**src/rtl/keypad_event_to_key_decoder_core_defines.svh**
```systemverilog
// Assertion helpers for the keypad decoder. Clock clk, reset arst_n.
`ifndef KEYPAD_EVENT_TO_KEY_DECODER_CORE_DEFINES_SVH
`define KEYPAD_EVENT_TO_KEY_DECODER_CORE_DEFINES_SVH

// same-cycle implication
`define KPD_ASSERT_NOW(label, ante, cons) \
	label: assert property (@(posedge clk) disable iff (!arst_n) (ante) |-> (cons)) \
		else $error("keypad decoder check failed");

// next-cycle implication
`define KPD_ASSERT_NEXT(label, ante, cons) \
	label: assert property (@(posedge clk) disable iff (!arst_n) (ante) |=> (cons)) \
		else $error("keypad decoder check failed");

`endif

```
**src/rtl/kpd_pkg.sv**
```systemverilog
package kpd_pkg;

	localparam int EVENT_W      = 8;
	localparam int KIND_W       = 4;
	localparam int CHAR_W       = 7;
	localparam int ROWS         = 4;
	localparam int COLS         = 14;
	localparam int KEYS_PER_ROW = 10;
	localparam int QUEUE_DEPTH  = 2;

	// result kinds
	localparam logic [KIND_W-1:0] KIND_CHAR  = 4'd0;
	localparam logic [KIND_W-1:0] KIND_ESC   = 4'd1;
	localparam logic [KIND_W-1:0] KIND_BKSP  = 4'd2;
	localparam logic [KIND_W-1:0] KIND_TAB   = 4'd3;
	localparam logic [KIND_W-1:0] KIND_ENTER = 4'd4;
	localparam logic [KIND_W-1:0] KIND_UP    = 4'd5;
	localparam logic [KIND_W-1:0] KIND_DOWN  = 4'd6;
	localparam logic [KIND_W-1:0] KIND_LEFT  = 4'd7;
	localparam logic [KIND_W-1:0] KIND_RIGHT = 4'd8;

	// control characters for the bracket group
	localparam logic [CHAR_W-1:0] CTL_LBRACK = 7'h1B;
	localparam logic [CHAR_W-1:0] CTL_BSLASH = 7'h1C;
	localparam logic [CHAR_W-1:0] CTL_RBRACK = 7'h1D;
	localparam logic [CHAR_W-1:0] CTL_CARET  = 7'h1E;
	localparam logic [CHAR_W-1:0] CTL_UNDER  = 7'h1F;

	typedef enum logic [1:0] {
		CLS_FN,
		CLS_SHIFT,
		CLS_CTRL,
		CLS_KEY
	} ev_class_t;

	// one classified event in the queue
	typedef struct packed {
		ev_class_t   cls;
		logic        press;
		logic [1:0]  row;
		logic [3:0]  col;
	} kev_t;

	// leftmost character of each string is column 0
	localparam logic [COLS*8-1:0] PLAIN_ROM [ROWS] = '{
		" 1234567890-= ",
		" qwertyuiop[]\\",
		"  asdfghjkl;' ",
		"   zxcvbnm,./ "
	};

	localparam logic [COLS*8-1:0] UPPER_ROM [ROWS] = '{
		" !@#$%^&*()_+ ",
		" QWERTYUIOP{}|",
		"  ASDFGHJKL:\" ",
		"   ZXCVBNM<>? "
	};

	function automatic logic [CHAR_W-1:0] sym_of(input logic shift, input logic [1:0] row,
		input logic [3:0] col);
		logic [COLS*8-1:0] line;
		logic [7:0]        ch;
		line = shift ? UPPER_ROM[row] : PLAIN_ROM[row];
		ch   = line[(COLS-1-col)*8 +: 8];
		return ch[CHAR_W-1:0];
	endfunction

	function automatic logic [KIND_W-1:0] special_kind(input logic [1:0] row,
		input logic [3:0] col);
		logic [KIND_W-1:0] k;
		k = KIND_CHAR;
		case ({row, col})
			{2'd0, 4'd0}:  k = KIND_ESC;
			{2'd0, 4'd13}: k = KIND_BKSP;
			{2'd1, 4'd0}:  k = KIND_TAB;
			{2'd2, 4'd13}: k = KIND_ENTER;
			default:       k = KIND_CHAR;
		endcase
		return k;
	endfunction

	// KIND_CHAR here means the key has no fn meaning
	function automatic logic [KIND_W-1:0] fn_kind(input logic [1:0] row,
		input logic [3:0] col);
		logic [KIND_W-1:0] k;
		k = KIND_CHAR;
		case ({row, col})
			{2'd2, 4'd11}: k = KIND_UP;
			{2'd3, 4'd10}: k = KIND_LEFT;
			{2'd3, 4'd11}: k = KIND_DOWN;
			{2'd3, 4'd12}: k = KIND_RIGHT;
			default:       k = KIND_CHAR;
		endcase
		return k;
	endfunction

	function automatic logic [CHAR_W-1:0] ctl_of(input logic [CHAR_W-1:0] ch);
		logic [CHAR_W-1:0] c;
		c = '0;
		if (ch inside {[7'h61:7'h7A]}) begin
			c = ch - 7'h60;
		end else if (ch inside {[7'h41:7'h5A]}) begin
			c = ch - 7'h40;
		end else begin
			case (ch)
				7'h5B:   c = CTL_LBRACK;
				7'h5C:   c = CTL_BSLASH;
				7'h5D:   c = CTL_RBRACK;
				7'h5E:   c = CTL_CARET;
				7'h5F:   c = CTL_UNDER;
				default: c = '0;
			endcase
		end
		return c;
	endfunction

endpackage

```
**src/rtl/kpd_front.sv**
```systemverilog
module kpd_front (
	input  logic [kpd_pkg::EVENT_W-1:0] event_code,
	output logic                        keep,
	output kpd_pkg::kev_t               kev
);
	import kpd_pkg::*;

	logic [6:0]  idx;
	logic [14:0] prod;
	logic [3:0]  rr;
	logic [3:0]  rc;
	logic [4:0]  col;
	logic [6:0]  rr_x10;

	// key numbers start at one; zero folds onto key one
	assign idx    = (event_code[6:0] == 7'd0) ? 7'd0 : event_code[6:0] - 7'd1;
	// idx / 10 by reciprocal, exact for all 7-bit idx
	assign prod   = {8'd0, idx} * 15'd205;
	assign rr     = prod[14:11];
	assign rr_x10 = {3'd0, rr} * 7'(KEYS_PER_ROW);
	assign rc     = 4'(idx - rr_x10);
	assign col    = {rr, 1'b0} + {4'd0, (rc > 4'd3)};

	always_comb begin
		kev.press = event_code[EVENT_W-1];
		kev.row   = rc[1:0];
		kev.col   = col[3:0];
		kev.cls   = CLS_KEY;
		if (kev.row == 2'd2 && col == 5'd0) begin
			kev.cls = CLS_FN;
		end else if (kev.row == 2'd2 && col == 5'd1) begin
			kev.cls = CLS_SHIFT;
		end else if (kev.row == 2'd3 && col <= 5'd2) begin
			kev.cls = CLS_CTRL;
		end
		// off-layout keys and releases of plain keys leave no trace
		keep = (col < 5'(COLS)) && (kev.cls != CLS_KEY || kev.press);
	end

endmodule

```
**src/rtl/kpd_fifo.sv**
```systemverilog
module kpd_fifo #(
	parameter int DEPTH = kpd_pkg::QUEUE_DEPTH
) (
	input  logic          clk,
	input  logic          arst_n,
	input  logic          push,
	input  kpd_pkg::kev_t push_data,
	output logic          ready,
	output logic          valid,
	input  logic          pop,
	output kpd_pkg::kev_t pop_data
);
	import kpd_pkg::*;

	localparam int PTR_W = (DEPTH > 1) ? $clog2(DEPTH) : 1;
	localparam int CNT_W = $clog2(DEPTH + 1);

	kev_t             mem_q [DEPTH];
	logic [PTR_W-1:0] wptr_q;
	logic [PTR_W-1:0] rptr_q;
	logic [CNT_W-1:0] count_q;
	logic             do_push;
	logic             do_pop;

	assign ready    = (count_q != CNT_W'(DEPTH));
	assign valid    = (count_q != '0);
	assign pop_data = mem_q[rptr_q];
	assign do_push  = push && ready;
	assign do_pop   = pop && valid;

	always_ff @(posedge clk) begin
		if (do_push) begin
			mem_q[wptr_q] <= push_data;
		end
	end

	always_ff @(posedge clk or negedge arst_n) begin
		if (!arst_n) begin
			wptr_q  <= '0;
			rptr_q  <= '0;
			count_q <= '0;
		end else begin
			if (do_push) begin
				wptr_q <= (wptr_q == PTR_W'(DEPTH - 1)) ? '0 : wptr_q + 1'b1;
			end
			if (do_pop) begin
				rptr_q <= (rptr_q == PTR_W'(DEPTH - 1)) ? '0 : rptr_q + 1'b1;
			end
			if (do_push && !do_pop) begin
				count_q <= count_q + 1'b1;
			end else if (do_pop && !do_push) begin
				count_q <= count_q - 1'b1;
			end
		end
	end

endmodule

```
**src/rtl/kpd_back.sv**
```systemverilog
module kpd_back (
	input  logic                        clk,
	input  logic                        arst_n,
	input  logic                        q_valid,
	input  kpd_pkg::kev_t               q_data,
	output logic                        q_pop,
	output logic                        out_valid,
	input  logic                        out_ready,
	output logic [kpd_pkg::KIND_W-1:0]  out_kind,
	output logic [kpd_pkg::CHAR_W-1:0]  out_char
);
	import kpd_pkg::*;

	logic fn_held_q, fn_sticky_q, shift_held_q, ctrl_held_q, ctrl_sticky_q;
	logic out_valid_q;
	logic [KIND_W-1:0] out_kind_q;
	logic [CHAR_W-1:0] out_char_q;

	logic              use_fn, use_mod;
	logic [KIND_W-1:0] fk, sk;
	logic [CHAR_W-1:0] sym, ctl;

	assign out_valid = out_valid_q;
	assign out_kind  = out_kind_q;
	assign out_char  = out_char_q;
	// the slot is free or empties this cycle
	assign q_pop     = q_valid && (!out_valid_q || out_ready);

	assign use_fn  = fn_held_q || fn_sticky_q;
	assign use_mod = use_fn || ctrl_held_q || ctrl_sticky_q;
	assign fk      = fn_kind(q_data.row, q_data.col);
	assign sk      = special_kind(q_data.row, q_data.col);
	assign sym     = sym_of(shift_held_q, q_data.row, q_data.col);
	assign ctl     = ctl_of(sym);

	always_ff @(posedge clk) begin
		if (q_pop && q_data.cls == CLS_KEY) begin
			if (use_fn && fk != KIND_CHAR) begin
				out_kind_q <= fk;
				out_char_q <= '0;
			end else if (sk != KIND_CHAR) begin
				out_kind_q <= sk;
				out_char_q <= '0;
			end else begin
				out_kind_q <= KIND_CHAR;
				out_char_q <= (use_mod && ctl != '0) ? ctl : sym;
			end
		end
	end

	always_ff @(posedge clk or negedge arst_n) begin
		if (!arst_n) begin
			fn_held_q     <= 1'b0;
			fn_sticky_q   <= 1'b0;
			shift_held_q  <= 1'b0;
			ctrl_held_q   <= 1'b0;
			ctrl_sticky_q <= 1'b0;
			out_valid_q   <= 1'b0;
		end else begin
			if (q_pop && q_data.cls == CLS_KEY) begin
				out_valid_q <= 1'b1;
			end else if (out_ready) begin
				out_valid_q <= 1'b0;
			end
			if (q_pop) begin
				case (q_data.cls)
					CLS_FN: begin
						fn_held_q <= q_data.press;
						if (q_data.press) fn_sticky_q <= 1'b1;
					end
					CLS_SHIFT: begin
						shift_held_q <= q_data.press;
					end
					CLS_CTRL: begin
						ctrl_held_q <= q_data.press;
						if (q_data.press) ctrl_sticky_q <= 1'b1;
					end
					CLS_KEY: begin
						fn_sticky_q <= 1'b0;
						// an fn arrow keeps the ctrl latch
						if (!(use_fn && fk != KIND_CHAR)) ctrl_sticky_q <= 1'b0;
					end
					default: begin
					end
				endcase
			end
		end
	end

endmodule

```
**src/rtl/keypad_event_to_key_decoder_core.sv**
```systemverilog
// Keypad event decoder. Each beat on the s_ side is one raw controller event byte
// (bit 7 press, bits 6..0 key number from one); each beat on the m_ side is one decoded
// key. The front folds the key number onto a 4 by 14 layout and sorts it into fn,
// shift, ctrl or an ordinary key, dropping releases of ordinary keys and keys off the
// layout; a short queue carries the rest to the back, which keeps the modifier and
// sticky-latch state and looks the key up in constant tables. One event is taken every
// cycle while the queue has room; a decoded key passes through the queue, then the output
// register, and only the depth of the queue and a stalled m_tready hold up s_tready.
module keypad_event_to_key_decoder_core #(
	parameter int QUEUE_DEPTH = kpd_pkg::QUEUE_DEPTH
) (
	input  logic       clk,
	input  logic       arst_n,
	input  logic       s_tvalid,
	output logic       s_tready,
	input  logic [7:0] s_tdata,   // [7:0] event_code
	output logic       m_tvalid,
	input  logic       m_tready,
	output logic [7:0] m_tdata,   // [6:0] char_code, [7] zero
	output logic [3:0] m_tuser    // [3:0] key_kind
);
	import kpd_pkg::*;

	`include "keypad_event_to_key_decoder_core_defines.svh"

	logic              keep;
	kev_t              kev_in;
	kev_t              kev_out;
	logic              q_ready, q_valid, q_pop;
	logic [CHAR_W-1:0] char_code;

	// front: fold and classify, combinational into the queue
	kpd_front u_front (
		.event_code (s_tdata),
		.keep       (keep),
		.kev        (kev_in)
	);

	// every beat is taken while the queue has room, dropped ones included
	assign s_tready = q_ready;

	kpd_fifo #(
		.DEPTH (QUEUE_DEPTH)
	) u_fifo (
		.clk       (clk),
		.arst_n    (arst_n),
		.push      (s_tvalid && keep),
		.push_data (kev_in),
		.ready     (q_ready),
		.valid     (q_valid),
		.pop       (q_pop),
		.pop_data  (kev_out)
	);

	// back: modifier state, table lookup and the output register
	kpd_back u_back (
		.clk       (clk),
		.arst_n    (arst_n),
		.q_valid   (q_valid),
		.q_data    (kev_out),
		.q_pop     (q_pop),
		.out_valid (m_tvalid),
		.out_ready (m_tready),
		.out_kind  (m_tuser),
		.out_char  (char_code)
	);

	assign m_tdata = {1'b0, char_code};

	// only defined kinds leave the block
	`KPD_ASSERT_NOW(a_kind_range, m_tvalid, m_tuser <= KIND_RIGHT)
	// special keys and arrows carry no character
	`KPD_ASSERT_NOW(a_special_no_char, m_tvalid && m_tuser != KIND_CHAR, m_tdata == 8'd0)
	// a queued event not drained yet is still there next cycle
	`KPD_ASSERT_NEXT(a_queue_holds, q_valid && !q_pop, q_valid)

endmodule
```
**config.mk**
```make
export PLATFORM = sky130hd
export DESIGN_NAME = keypad_event_to_key_decoder_core
export DESIGN_NICKNAME = d
export VERILOG_FILES = /design/src/rtl/kpd_pkg.sv /design/src/rtl/kpd_front.sv /design/src/rtl/kpd_fifo.sv /design/src/rtl/kpd_back.sv /design/src/rtl/keypad_event_to_key_decoder_core.sv
export VERILOG_INCLUDE_DIRS = /design/src /design/src/rtl
export SDC_FILE = /design/constraint.sdc
export NUM_CORES = 1
export LEC_CHECK = 0
export BUFFER_PORTS_ARGS = -buffer_cell sky130_fd_sc_hd__buf_2
export CAP_MARGIN = 25
export CORE_MARGIN = 2
export CORE_UTILIZATION = 42
export CTS_BUF_LIST = sky130_fd_sc_hd__clkbuf_2 sky130_fd_sc_hd__clkbuf_4 sky130_fd_sc_hd__clkbuf_8
export DETAILED_ROUTE_END_ITERATION = 6
export PLACE_DENSITY = 0.57
export SLEW_MARGIN = 20
export SYNTH_ARGS = -nofsm -noshare
export SYNTH_HDL_FRONTEND = slang
export SYNTH_SLANG_ARGS = --single-unit
export TNS_END_PERCENT = 1
```
**constraint.sdc**
```tcl
create_clock -name clk -period 4.3 [get_ports clk]
set_input_delay 0.43 -clock clk [delete_from_list [all_inputs] [get_ports clk]]
set_output_delay 0.43 -clock clk [all_outputs]
set_load 0.02 [all_outputs]
```
==> metrics.yaml <==
flow_run:
  drv_cap: 0
yosys:
  ys.flop_type: "edfxtp_1"
  syn_area_per_cell_um2: 9.07
  async_flop_share_pct: 25.6
  syn-instance-count: 464
  synth.area.top_cells: "edfxtp_1, ha_1, dfrtp_1, inv_1, fa_1"
  synth_top_area_cell: "edfxtp_1"
  synth.ff_latch_count: 39
  synth_top_area_share_pct: 20.7
  synth-edff-count: 29
  synth_warnings: 0
  ys_types: 75
  ys_seq_area_share_pct: 26.6
  netlist_area_mm2: 0.00421
  syn_nets: 532
floorplan:
  num_rows: 36
  initial_core_util_pct: 43.3
  die_area_mm2: 0.0108
  die_x_um: 104
  io_pins: 26
  dieHeight_um: 104
  core_area_mm2: 0.00973
place:
  dp_hpwl_um: 8350
  preCtsSetupSlack_ns: -2.19
  placed_area_mm2: 0.00492
  io_buffers: 24
  place_inst: 659
  gp_congestion: 0.974
power_and_ir_drop:
  power_frac_seq_pct: 17.9
  p_sw_share_pct: 48.1
  intPower_uw: 2240
  p_sw_uw: 2080
  leakagePower_uw: 0.00228
  power_frac_comb_pct: 74.7
  clkPwrFrac_pct: 7.4
  ir_drop_mv: 0.313
  p_per_area_mw_per_mm2: 825
run_status:
  status: "finished, violations left"
  violations: "negative setup slack"
worst_setup_path:
  crit_arrival_ns: 5.93
  ff2ff_setup_slack_ns: 0.35
  crit_path_frequent_cell: "inv_2"
  critPathLaunchType: "primary input"
  critPathCaptureType: "flip-flop"
  cp_slowest_cell: "fa_2"
  crit_fanout: 9
  path_class: "in2reg"
  slowest_delay_ns: 0.52
  cp_data_required_time_ns: 4.30
clocking:
  clockBufferDepth: 2
  clk_pin_slew_ns: 0.08
  cts_tree: "done"
  cts_buffers: 5
  ctsHtreeMaxLevel: 2
  clock_latency_ns: 0.29
  cts.sinks: 39
  root_buffer: "clkbuf_8"
detailed_routing:
  vias: 3664
  firstDrtPassIters: 4
  drt_iter0_drc: 135
  wire_per_inst_um: 15.6
  viasPerCell: 5.49
  finalWirelength_um: 10400
  drc: 0
  ant_nets: 0
sta:
  setup_violations: 35
  clock_skew_ns: 0.00931
  fin_setup_tns_ns: -43.68
  drv_slew: 0
  worstMarginPinSlew_ns: 0.964
  finalWorstSetupSlack_ns: -1.63
  slew_headroom_pct: 35.5
  rsz0062_at_grt: "true"
  period_share_pct: 138
  hold_violations: 0
  fmax_ghz: 0.169
  finalCriticalPeriod_ns: 5.93
grt:
  grt_overflow: 0
  grt_pass1_wl_um: 17600
  grtUsageTotal_pct: 19.8
  grt_start_max_net_pins: 26
  grt_antenna_before_repair: 0
  grt_pass1_vias: 3679
layout:
  drive_above_1_share_pct: 28.0
  layout.nets: 602
  areaGrowthSynthToFinish_pct: 24.3
  final_area_mm2: 0.00523
  n_antenna_cell: 0
  final_common_cell: "buf_4"
  final_cells: 668
  most-common-layout-cells: "buf_4, ha_1, inv_1"
hold_path:
  hp-class: "in2reg"
path summary, 6_finish.rpt:
kind | startpoint | cells after the start | endpoint
min in group asynchronous | arst_n | 2 | u_back.ctrl_sticky_q$_DFFE_PN0P_
min | s_tdata[7] | 1 | u_fifo.mem_q[1][6]$_DFFE_PP_
min reg2reg | u_fifo.count_q[1]$_DFFE_PN0P_ | 1 | u_fifo.count_q[1]$_DFFE_PN0P_
max reg2reg | u_fifo.rptr_q$_DFFE_PN0P_ | 12 | u_back.out_char[5]$_SDFFCE_PP0P_
max | s_tdata[2] | 30 | u_fifo.mem_q[1][3]$_DFFE_PP_
max in group asynchronous | arst_n | 2 | u_back.fn_held_q$_DFFE_PN0P_
cell type report:
cell class              instances  area [um2]
clock inverters                 2        38.8
clock buffers                   6        82.6
repair buffers                 81         589
well taps                     133         166
inverters                      48         180
fillers                       921        4500
flip-flops and latches         39        1120
multi-input cells             359        3050
worst max-delay path: cells and delay by family:
kind	cells	cell delay (ns)
compound gates	6	1.27
xor+xnor	2	0.24
fa+ha+maj	7	1.98
buf+inv	10	0.67
mux	1	0.18
simple gates	4	1.14
power groups by stage:
stage                     combinational [uW]  clock [uW]  sequential, uW
after floorplan                         2140           0             771
after global placement                  2970           0             772
after detailed placement                2980           0             776
after CTS                               3070         326             769
after global routing                    3550         346             791
final                                   3220         320             773
cell families (layout without fill, tap and decap cells):
group                      Yosys count  after routing  share of synthesized area [%]
xor gates and xnor gates            24             24                           5.89
DFF                                 39             39                           26.6
adders and majority gates           56             56                           18.1
buffers and inverters               66            137                           6.27
AOI/OAI and AO/OA                  125            125                           21.8
and+or+nand+nor                    134            134                           15.9
other                                1              1                         0.0891
muxes                               19             19                           5.35
per-stage QoR:
| step | power (uW) | utilization (%) | hold WS, ns |
|---|---|---|---|
| after global routing | 4680 | 53.8 | 0.374 |
| after floorplan | 2910 | - | 0.134 |
| after global placement | 3750 | 50.6 | 0.302 |
| after CTS | 4160 | 52.5 | 0.379 |
| after detailed placement | 3760 | 50.6 | 0.308 |
| final | 4310 | 53.8 | 0.388 |
routing by layer:
metal	GRT usage, %	share of wire [%]	vias to the layer above
li1	-	-	1825
met1	24.3	42	1705
met2	35.5	50	112
met3	2.44	3.9	22
met4	7.63	3.7	0
met5	0	0	-
state kept, by name (all words and copies together) (netlist names):
signal                cells
u_back.ctrl_held_q        1
u_back.ctrl_sticky_q      1
u_back.fn_held_q          1
u_back.fn_sticky_q        1
u_back.out_char           7
u_back.out_kind           4
u_back.out_valid          1
u_back.shift_held_q       1
u_fifo.count_q            2
u_fifo.mem_q             18
u_fifo.rptr_q             1
u_fifo.wptr_q             1
cells in the mapped netlist, drive strengths merged, types with 4 or more instances:
master and instances:
nand4 4, o211ai 12, dfrtp 10, or2 5, nor4 4, ha 48
xor2 11, a32oi 4, nand3 7, inv 48, nand2b 15, buf 7
nor3 8, a31oi 5, edfxtp 29, nor2 40, a21o 4, nand2 29
o2111ai 4, mux2 8, o21a 6, a21oi 21, nor3b 4, o21ai 29
a311oi 4, mux2i 11, clkbuf 11, fa 8, nor2b 4, xnor2 13
what timing repair did:
item / CTS / global route
hold buffers: 1 / 0
setup buffers: 0 / 0
gates resized for setup: 12 / 22
pin swaps: 6 / 2
endpoints found under the hold margin: 8 / 0
endpoints found under the setup margin: 35 / 35
Note: power is estimated with default switching activity, not from simulation.
